### src/sv/effect_slot_table_assert.svh
// Assertion macros used by the effect slot table top level.
`ifndef EFFECT_SLOT_TABLE_ASSERT_SVH
`define EFFECT_SLOT_TABLE_ASSERT_SVH

// Same-cycle implication, disabled while reset is asserted.
`define EST_ASSERT_NOW(label, clk, rstn, ante, cons, msg) \
    label: assert property (@(posedge clk) disable iff (!rstn) (ante) |-> (cons)) \
        else $error(msg);

// Next-cycle implication, disabled while reset is asserted.
`define EST_ASSERT_NEXT(label, clk, rstn, ante, cons, msg) \
    label: assert property (@(posedge clk) disable iff (!rstn) (ante) |=> (cons)) \
        else $error(msg);

`endif

### src/sv/est_pkg.sv
// Package with the types and constants of the effect slot table.
`default_nettype none
package est_pkg;
    localparam int SLOT_COUNT = 16;
    localparam int MASK_W = 16;
    localparam int MASK_SLOTS = (SLOT_COUNT < MASK_W) ? SLOT_COUNT : MASK_W;
    localparam int TDATA_W = 32;

    typedef enum logic [1:0] {
        SLOT_FREE  = 2'd0,
        SLOT_ALLOC = 2'd1,
        SLOT_PLAY  = 2'd2
    } slot_state_t;

    localparam logic [1:0] OP_CREATE   = 2'd0;
    localparam logic [1:0] OP_SET_TYPE = 2'd1;
    localparam logic [1:0] OP_EFFECT   = 2'd2;

    localparam logic [7:0] EOP_START = 8'd1;
    localparam logic [7:0] EOP_SOLO  = 8'd2;
    localparam logic [7:0] EOP_STOP  = 8'd3;

    localparam logic [7:0] IDX_ALL = 8'hFF;

    localparam logic [1:0] STATUS_OK     = 2'd0;
    localparam logic [1:0] STATUS_FULL   = 2'd1;
    localparam logic [1:0] STATUS_BADIDX = 2'd2;

    typedef struct packed {
        logic capture;
        logic exec;
        logic load;
    } est_cmd_t;
endpackage
`default_nettype wire

### src/sv/est_ctrl.sv
// Controller state machine that sequences capture, execute and result load.
`default_nettype none
module est_ctrl (
    input  wire logic              aclk,
    input  wire logic              aresetn,
    input  wire logic              s_tvalid,
    output logic                   s_tready,
    output logic                   m_tvalid,
    input  wire logic              m_tready,
    output est_pkg::est_cmd_t      cmd
);
    import est_pkg::*;

    typedef enum logic [1:0] {
        CS_IDLE,
        CS_EXEC,
        CS_LOAD
    } ctrl_state_t;

    ctrl_state_t state_reg, state_next;
    logic ready_reg, ready_next;
    logic out_valid_reg, out_valid_next;

    always_comb begin
        cmd.capture = s_tvalid && ready_reg;
        cmd.exec = (state_reg == CS_EXEC);
        cmd.load = (state_reg == CS_LOAD) && (!out_valid_reg || m_tready);

        state_next = state_reg;
        ready_next = ready_reg;
        case (state_reg)
            CS_IDLE: begin
                if (cmd.capture) begin
                    state_next = CS_EXEC;
                    ready_next = 1'b0;
                end
            end
            CS_EXEC: begin
                state_next = CS_LOAD;
            end
            CS_LOAD: begin
                if (cmd.load) begin
                    state_next = CS_IDLE;
                    ready_next = 1'b1;
                end
            end
            default: begin
                state_next = CS_IDLE;
                ready_next = 1'b1;
            end
        endcase

        if (cmd.load) begin
            out_valid_next = 1'b1;
        end else if (m_tready) begin
            out_valid_next = 1'b0;
        end else begin
            out_valid_next = out_valid_reg;
        end
    end

    always_ff @(posedge aclk) begin
        if (!aresetn) begin
            state_reg <= CS_IDLE;
            ready_reg <= 1'b1;
            out_valid_reg <= 1'b0;
        end else begin
            state_reg <= state_next;
            ready_reg <= ready_next;
            out_valid_reg <= out_valid_next;
        end
    end

    assign s_tready = ready_reg;
    assign m_tvalid = out_valid_reg;
endmodule
`default_nettype wire

### src/sv/est_datapath.sv
// Datapath holding the slot table, the command registers and the result register.
`default_nettype none
module est_datapath (
    input  wire logic                   aclk,
    input  wire logic                   aresetn,
    input  wire est_pkg::est_cmd_t      cmd,
    input  wire logic [1:0]             operation,
    input  wire logic [7:0]             slot_index,
    input  wire logic [7:0]             effect_op,
    input  wire logic [7:0]             effect_type,
    output logic [7:0]                  new_slot,
    output logic [1:0]                  status,
    output logic [est_pkg::MASK_W-1:0]  playing_mask
);
    import est_pkg::*;

    logic [1:0] op_reg;
    logic [7:0] idx_reg;
    logic [7:0] eop_reg;
    logic [7:0] etype_reg;

    slot_state_t slot_state_reg [SLOT_COUNT];
    slot_state_t slot_state_next [SLOT_COUNT];
    logic [7:0] slot_type_reg [SLOT_COUNT];

    logic [7:0] res_slot_reg, res_slot_next;
    logic [1:0] res_status_reg, res_status_next;
    logic [7:0] out_slot_reg;
    logic [1:0] out_status_reg;
    logic [MASK_W-1:0] out_mask_reg;

    logic [SLOT_COUNT-1:0] free_vec;
    logic [SLOT_COUNT-1:0] lowest_free;
    logic [SLOT_COUNT-1:0] sel_vec;
    logic [7:0] first_slot;
    logic any_free;
    logic idx_ok;
    logic [MASK_W-1:0] mask_now;

    always_comb begin
        for (int i = 0; i < SLOT_COUNT; i++) begin
            free_vec[i] = (slot_state_reg[i] == SLOT_FREE);
            sel_vec[i] = (idx_reg == 8'(i + 1));
        end
        lowest_free = free_vec & (~free_vec + 1'b1);
        any_free = |free_vec;
        first_slot = 8'd0;
        for (int i = 0; i < SLOT_COUNT; i++) begin
            if (lowest_free[i]) begin
                first_slot = first_slot | 8'(i + 1);
            end
        end
        idx_ok = (idx_reg != 8'd0) && (idx_reg <= 8'(SLOT_COUNT));

        for (int i = 0; i < SLOT_COUNT; i++) begin
            slot_state_next[i] = slot_state_reg[i];
            case (op_reg)
                OP_CREATE: begin
                    if (lowest_free[i]) begin
                        slot_state_next[i] = SLOT_ALLOC;
                    end
                end
                OP_EFFECT: begin
                    if (idx_reg == IDX_ALL) begin
                        if (eop_reg == EOP_STOP && slot_state_reg[i] == SLOT_PLAY) begin
                            slot_state_next[i] = SLOT_ALLOC;
                        end
                    end else if (sel_vec[i]) begin
                        if (eop_reg == EOP_START || eop_reg == EOP_SOLO) begin
                            slot_state_next[i] = SLOT_PLAY;
                        end else if (eop_reg == EOP_STOP) begin
                            slot_state_next[i] = SLOT_ALLOC;
                        end
                    end else if (idx_ok && eop_reg == EOP_SOLO
                                 && slot_state_reg[i] == SLOT_PLAY) begin
                        slot_state_next[i] = SLOT_ALLOC;
                    end
                end
                default: begin
                end
            endcase
        end

        res_slot_next = 8'd0;
        res_status_next = STATUS_OK;
        case (op_reg)
            OP_CREATE: begin
                if (any_free) begin
                    res_slot_next = first_slot;
                end else begin
                    res_status_next = STATUS_FULL;
                end
            end
            OP_SET_TYPE: begin
                if (!idx_ok) begin
                    res_status_next = STATUS_BADIDX;
                end
            end
            OP_EFFECT: begin
                if (idx_reg != IDX_ALL && !idx_ok) begin
                    res_status_next = STATUS_BADIDX;
                end
            end
            default: begin
            end
        endcase

        mask_now = '0;
        for (int i = 0; i < MASK_SLOTS; i++) begin
            mask_now[i] = (slot_state_reg[i] == SLOT_PLAY);
        end
    end

    always_ff @(posedge aclk) begin
        if (cmd.capture) begin
            op_reg <= operation;
            idx_reg <= slot_index;
            eop_reg <= effect_op;
            etype_reg <= effect_type;
        end
        if (cmd.exec) begin
            res_slot_reg <= res_slot_next;
            res_status_reg <= res_status_next;
        end
        if (cmd.load) begin
            out_slot_reg <= res_slot_reg;
            out_status_reg <= res_status_reg;
            out_mask_reg <= mask_now;
        end
    end

    always_ff @(posedge aclk) begin
        if (!aresetn) begin
            for (int i = 0; i < SLOT_COUNT; i++) begin
                slot_state_reg[i] <= SLOT_FREE;
                slot_type_reg[i] <= 8'd0;
            end
        end else if (cmd.exec) begin
            for (int i = 0; i < SLOT_COUNT; i++) begin
                slot_state_reg[i] <= slot_state_next[i];
                if (op_reg == OP_SET_TYPE && sel_vec[i]) begin
                    slot_type_reg[i] <= etype_reg;
                end
            end
        end
    end

    assign new_slot = out_slot_reg;
    assign status = out_status_reg;
    assign playing_mask = out_mask_reg;
endmodule
`default_nettype wire

### src/sv/effect_slot_table.sv
// Sequencing: each accepted command passes the capture, execute and load steps
// of the controller in order, and no new command is taken until its load; a
// stalled result holds only the load step.
// Reset: synchronous active-low aresetn frees every slot and zeroes all types.
// Top level of the effect slot table.
`default_nettype none
`include "effect_slot_table_assert.svh"
module effect_slot_table (
    input  wire logic                        aclk,
    input  wire logic                        aresetn,
    input  wire logic                        s_tvalid,
    output logic                             s_tready,
    // Fields from bit 0: operation[2], slot_index[8], effect_op[8], effect_type[8].
    input  wire logic [est_pkg::TDATA_W-1:0] s_tdata,
    output logic                             m_tvalid,
    input  wire logic                        m_tready,
    // Fields from bit 0: new_slot[8], status[2], playing_mask[16].
    output logic [est_pkg::TDATA_W-1:0]      m_tdata
);
    import est_pkg::*;

    est_cmd_t cmd;
    logic [7:0] new_slot;
    logic [1:0] status;
    logic [MASK_W-1:0] playing_mask;

    est_ctrl u_ctrl (
        .aclk     (aclk),
        .aresetn  (aresetn),
        .s_tvalid (s_tvalid),
        .s_tready (s_tready),
        .m_tvalid (m_tvalid),
        .m_tready (m_tready),
        .cmd      (cmd)
    );

    est_datapath u_datapath (
        .aclk         (aclk),
        .aresetn      (aresetn),
        .cmd          (cmd),
        .operation    (s_tdata[1:0]),
        .slot_index   (s_tdata[9:2]),
        .effect_op    (s_tdata[17:10]),
        .effect_type  (s_tdata[25:18]),
        .new_slot     (new_slot),
        .status       (status),
        .playing_mask (playing_mask)
    );

    assign m_tdata = {6'd0, playing_mask, status, new_slot};

    `EST_ASSERT_NEXT(a_busy_after_accept, aclk, aresetn, s_tvalid && s_tready, !s_tready, "input accepted while a command was in flight")
    `EST_ASSERT_NOW(a_load_no_overwrite, aclk, aresetn, cmd.load, !m_tvalid || m_tready, "result register overwritten before it was taken")
    `EST_ASSERT_NOW(a_status_code, aclk, aresetn, m_tvalid, status == STATUS_OK || status == STATUS_FULL || status == STATUS_BADIDX, "undefined status code")
    `EST_ASSERT_NOW(a_full_no_slot, aclk, aresetn, m_tvalid && status != STATUS_OK, new_slot == 8'd0, "slot reported on a failed command")
endmodule
`default_nettype wire
### config.mk
export PLATFORM = sky130hd
export DESIGN_NAME = effect_slot_table
export DESIGN_NICKNAME = d
export VERILOG_FILES = /design/src/sv/est_pkg.sv /design/src/sv/est_ctrl.sv /design/src/sv/est_datapath.sv /design/src/sv/effect_slot_table.sv
export VERILOG_INCLUDE_DIRS = /design/src /design/src/sv
export SDC_FILE = /design/constraint.sdc
export NUM_CORES = 1
export LEC_CHECK = 0
export BUFFER_PORTS_ARGS = -buffer_cell sky130_fd_sc_hd__buf_2
export CORE_MARGIN = 5
export CORE_UTILIZATION = 60
export DETAILED_ROUTE_END_ITERATION = 10
export PLACE_DENSITY = 0.84
export SYNTH_ARGS = -nofsm -noshare
export SYNTH_HDL_FRONTEND = slang
export SYNTH_HIERARCHICAL = 1
export SYNTH_SLANG_ARGS = --single-unit
### constraint.sdc
create_clock -name aclk -period 4.1 [get_ports aclk]
set_input_delay 0.41 -clock aclk [delete_from_list [all_inputs] [get_ports aclk]]
set_output_delay 0.41 -clock aclk [all_outputs]
set_load 0.02 [all_outputs]
==> impl_metrics.toml <==
[global_routing]
grt_use_total_pct = 26.3
grt_overflow = 0
grt_start_max_net_pins = 25
grt_pass1_vias = 3387
antenna_found_initial = 0
grt_pass1_wl_um = 17600

[floorplanning]
die_h_um = 95.8
initial_utilization_pct = 61.2
core_region_area_mm2 = 0.00721
die_area_mm2 = 0.00917
rows = 31
ios = 70
die_x_um = 95.8

[cts]
cts_buffers = 9
cts_buffer_depth = 2
cts_tree = "yes"
cts_max_level = 3
clkLatencyLatePin_ps = 360
cts_setup_buffers = 0
root_buffer = "clkbuf_8"
post_cts_resized = 0
cts.sinks = 84
clk_transition_reported_paths_ps = 90
hold_buffers = 0

[power]
swShare_pct = 25.2
p_int_mw = 1.39
clkPwrFrac_pct = 34.4
irDropWorstVdd_uv = 271
power_switching_mw = 0.468
comb_power_share_pct = 9.9
seqPwrFrac_pct = 55.7
total_leakage_power_nw = 1.64
p_per_area_mw_per_mm2 = 380

[timing]
fmax_mhz = 332
setup_ws_ps = 1080
tightest_slew_ps = 1190
clock_skew_ps = 9.24
hold_viol = 0
maxSlewHeadroom_pct = 20.5
min_period_over_period_pct = 73.6
fin_setup_tns_ps = 0
slew_viol_final = 0
period_needed_ps = 3020
holdWs_ps = 222
setup_viol = 0
rsz0062_at_grt = "no"

[finish]
largest_reg_flops = 32
areaGrowthSynthToFinish_pct = 10.8
fill_cells = 585
n_antenna_cell = 0
final_common_cell = "edfxtp_1"
fin_cells = 555
nNetsFinal = 487
drive_gt1_share_pct = 17.3
final_cell_mix = "edfxtp_1 (80), nor2_1 (51), buf_2 (46), nand2_1 (27), a21oi_1 (23)"

[worst_setup_path]
crit_arrival_ps = 3110
cp-startpoint = "u_ctrl/state_reg[0]"
required_ps = 4200
path_max_fanout = 19
r2r-start = "u_ctrl/state_reg[0]"
critPathKind = "register to register"
crit_path_end_kind = "register"
critPathLaunchType = "register"

[placed_design]
gp_congestion = 0.974
portBuffers = 46
post-place-ws_ps = 1150
placedCellCount = 539
hpwl_um = 7980

[logic_synthesis]
yosys_register_bits = 84
synthMuxAreaShare_pct = 0.454
syn_area_mm2 = 0.00441
synthFlopType = "edfxtp_1"
synth-edff-count = 80
synthSimpleGateAreaFrac_pct = 21.7
synth_adder_area_share_pct = 0
yosys_warnings = 6
syn_area_per_cell_um2 = 10.8
synthCells = 410
synth_compound_area_share_pct = 17.2
synth-seq-area-share_pct = 56.2
synth_xor_area_share_pct = 0.198
synth_cell_types = 65
synth_top_family_by_area = "simple AND/OR/NAND/NOR gates"
synthArstFlopShare_pct = 0

[drt]
drt_iter0_markers = 434
ant_nets = 0
drt_first_pass_iters = 5
drt-vias-per-instance = 6.66
met3_length_um = 1290
wl_per_cell_um = 20.5
met1_length_um = 4340
dr_wl_met2_um = 5380
wl_um = 11400
drc = 0
vias = 3699
highest_layer = "met4"

[hold_path]
hold_start = "s_tdata[12]"
holdCritPathClass = "primary input to register"

[run_status]
status = "finished clean"

[flow_run]
drv_cap = 0
==> synth_stat cells, types with 3 or more instances <==
cell type  number  area [um2]
and2_1          3        18.8
o21ai_0        13        65.1
o211a_1         3        30.0
a21oi_1        23         115
or2_2           4        25.0
nand2_1        27         101
a31oi_1         9        56.3
nand4_1         3        18.8
nor3_1         20         100
nand2b_1        9        56.3
a2111oi_0       3        26.3
clkbuf_1       12        45.0
nor4_1          9        56.3
dfxtp_1         4        80.1
nor4_2          3        37.5
o211ai_1        3        22.5
inv_1           8        30.0
o311a_1         4        40.0
edfxtp_1       80        2400
a21boi_0        6        45.0
o21a_1          3        22.5
nor2b_1        17         106
buf_4          12        90.1
nand3_1        16        80.1
nor2_1         51         191
o41ai_1         3        26.3
and4_1          3        26.3
o22ai_1         8        50.1
==> routing by layer <==
layer	up-vias	track usage, %
met1	1718	34.5
met4	0	12.3
met3	39	6.49
met5	-	0
li1	1647	-
met2	295	41.1
==> per-stage QoR <==
step / instance area (um2) / util (%) / power [mW]
CTS: 4890 / 67.8 / 1.86
finish: 4890 / 67.8 / 1.86
global placement: 4670 / 64.8 / 1.22
global route: 4890 / 67.8 / 1.93
floorplan: 4440 / - / 1.18
detailed placement: 4670 / 64.8 / 1.23
==> critical path, stage by stage (launching register included) <==
cell,delay [ps]
dfxtp_1,390
nor2b_1,150
buf_4,240
nand2_1,460
nor4_2,920
and3b_1,260
o21ai_0,230
a21oi_1,110
==> cell type report <==
type / instances / area [um2] / area share [%]
Clock buffer: 9 / 124 / 2.53
Clock inverter: 7 / 91.3 / 1.87
Inverter: 8 / 30.0 / 0.614
Multi-Input combinational cell: 299 / 1790 / 36.5
Sequential cell: 84 / 2480 / 50.8
Tap cell: 99 / 124 / 2.53
Timing Repair Buffer: 49 / 253 / 5.17
==> kinds of logic (layout without fill, tap and decap cells) <==
kind of cell | after synthesis | in the layout
buffers and inverters | 34 | 73
AOI/OAI and AO/OA | 108 | 108
muxes | 2 | 2
DFF | 84 | 84
other | 2 | 9
and+or+nand+nor | 179 | 179
xor gates and xnor gates | 1 | 1
==> final timing paths <==
path,endpoint,slack (ps),cells past startpoint
worst min-delay path,u_datapath/eop_reg[2],220,1
worst max-delay path,u_datapath/slot_state_reg[5][1],1080,7
worst max register to register,u_datapath/slot_state_reg[5][1],1080,7
worst min register to register,u_datapath/new_slot[2],430,0
==> power groups by stage <==
stage	Sequential, mW	Combinational (mW)	Clock (mW)
after global routing	1.04	0.199	0.693
after floorplan	1.04	0.133	0
after detailed placement	1.05	0.178	0
final	1.03	0.184	0.640
after global placement	1.05	0.173	0
after CTS	1.03	0.180	0.648
No activity file was read; power rests on OpenSTA's default activity.
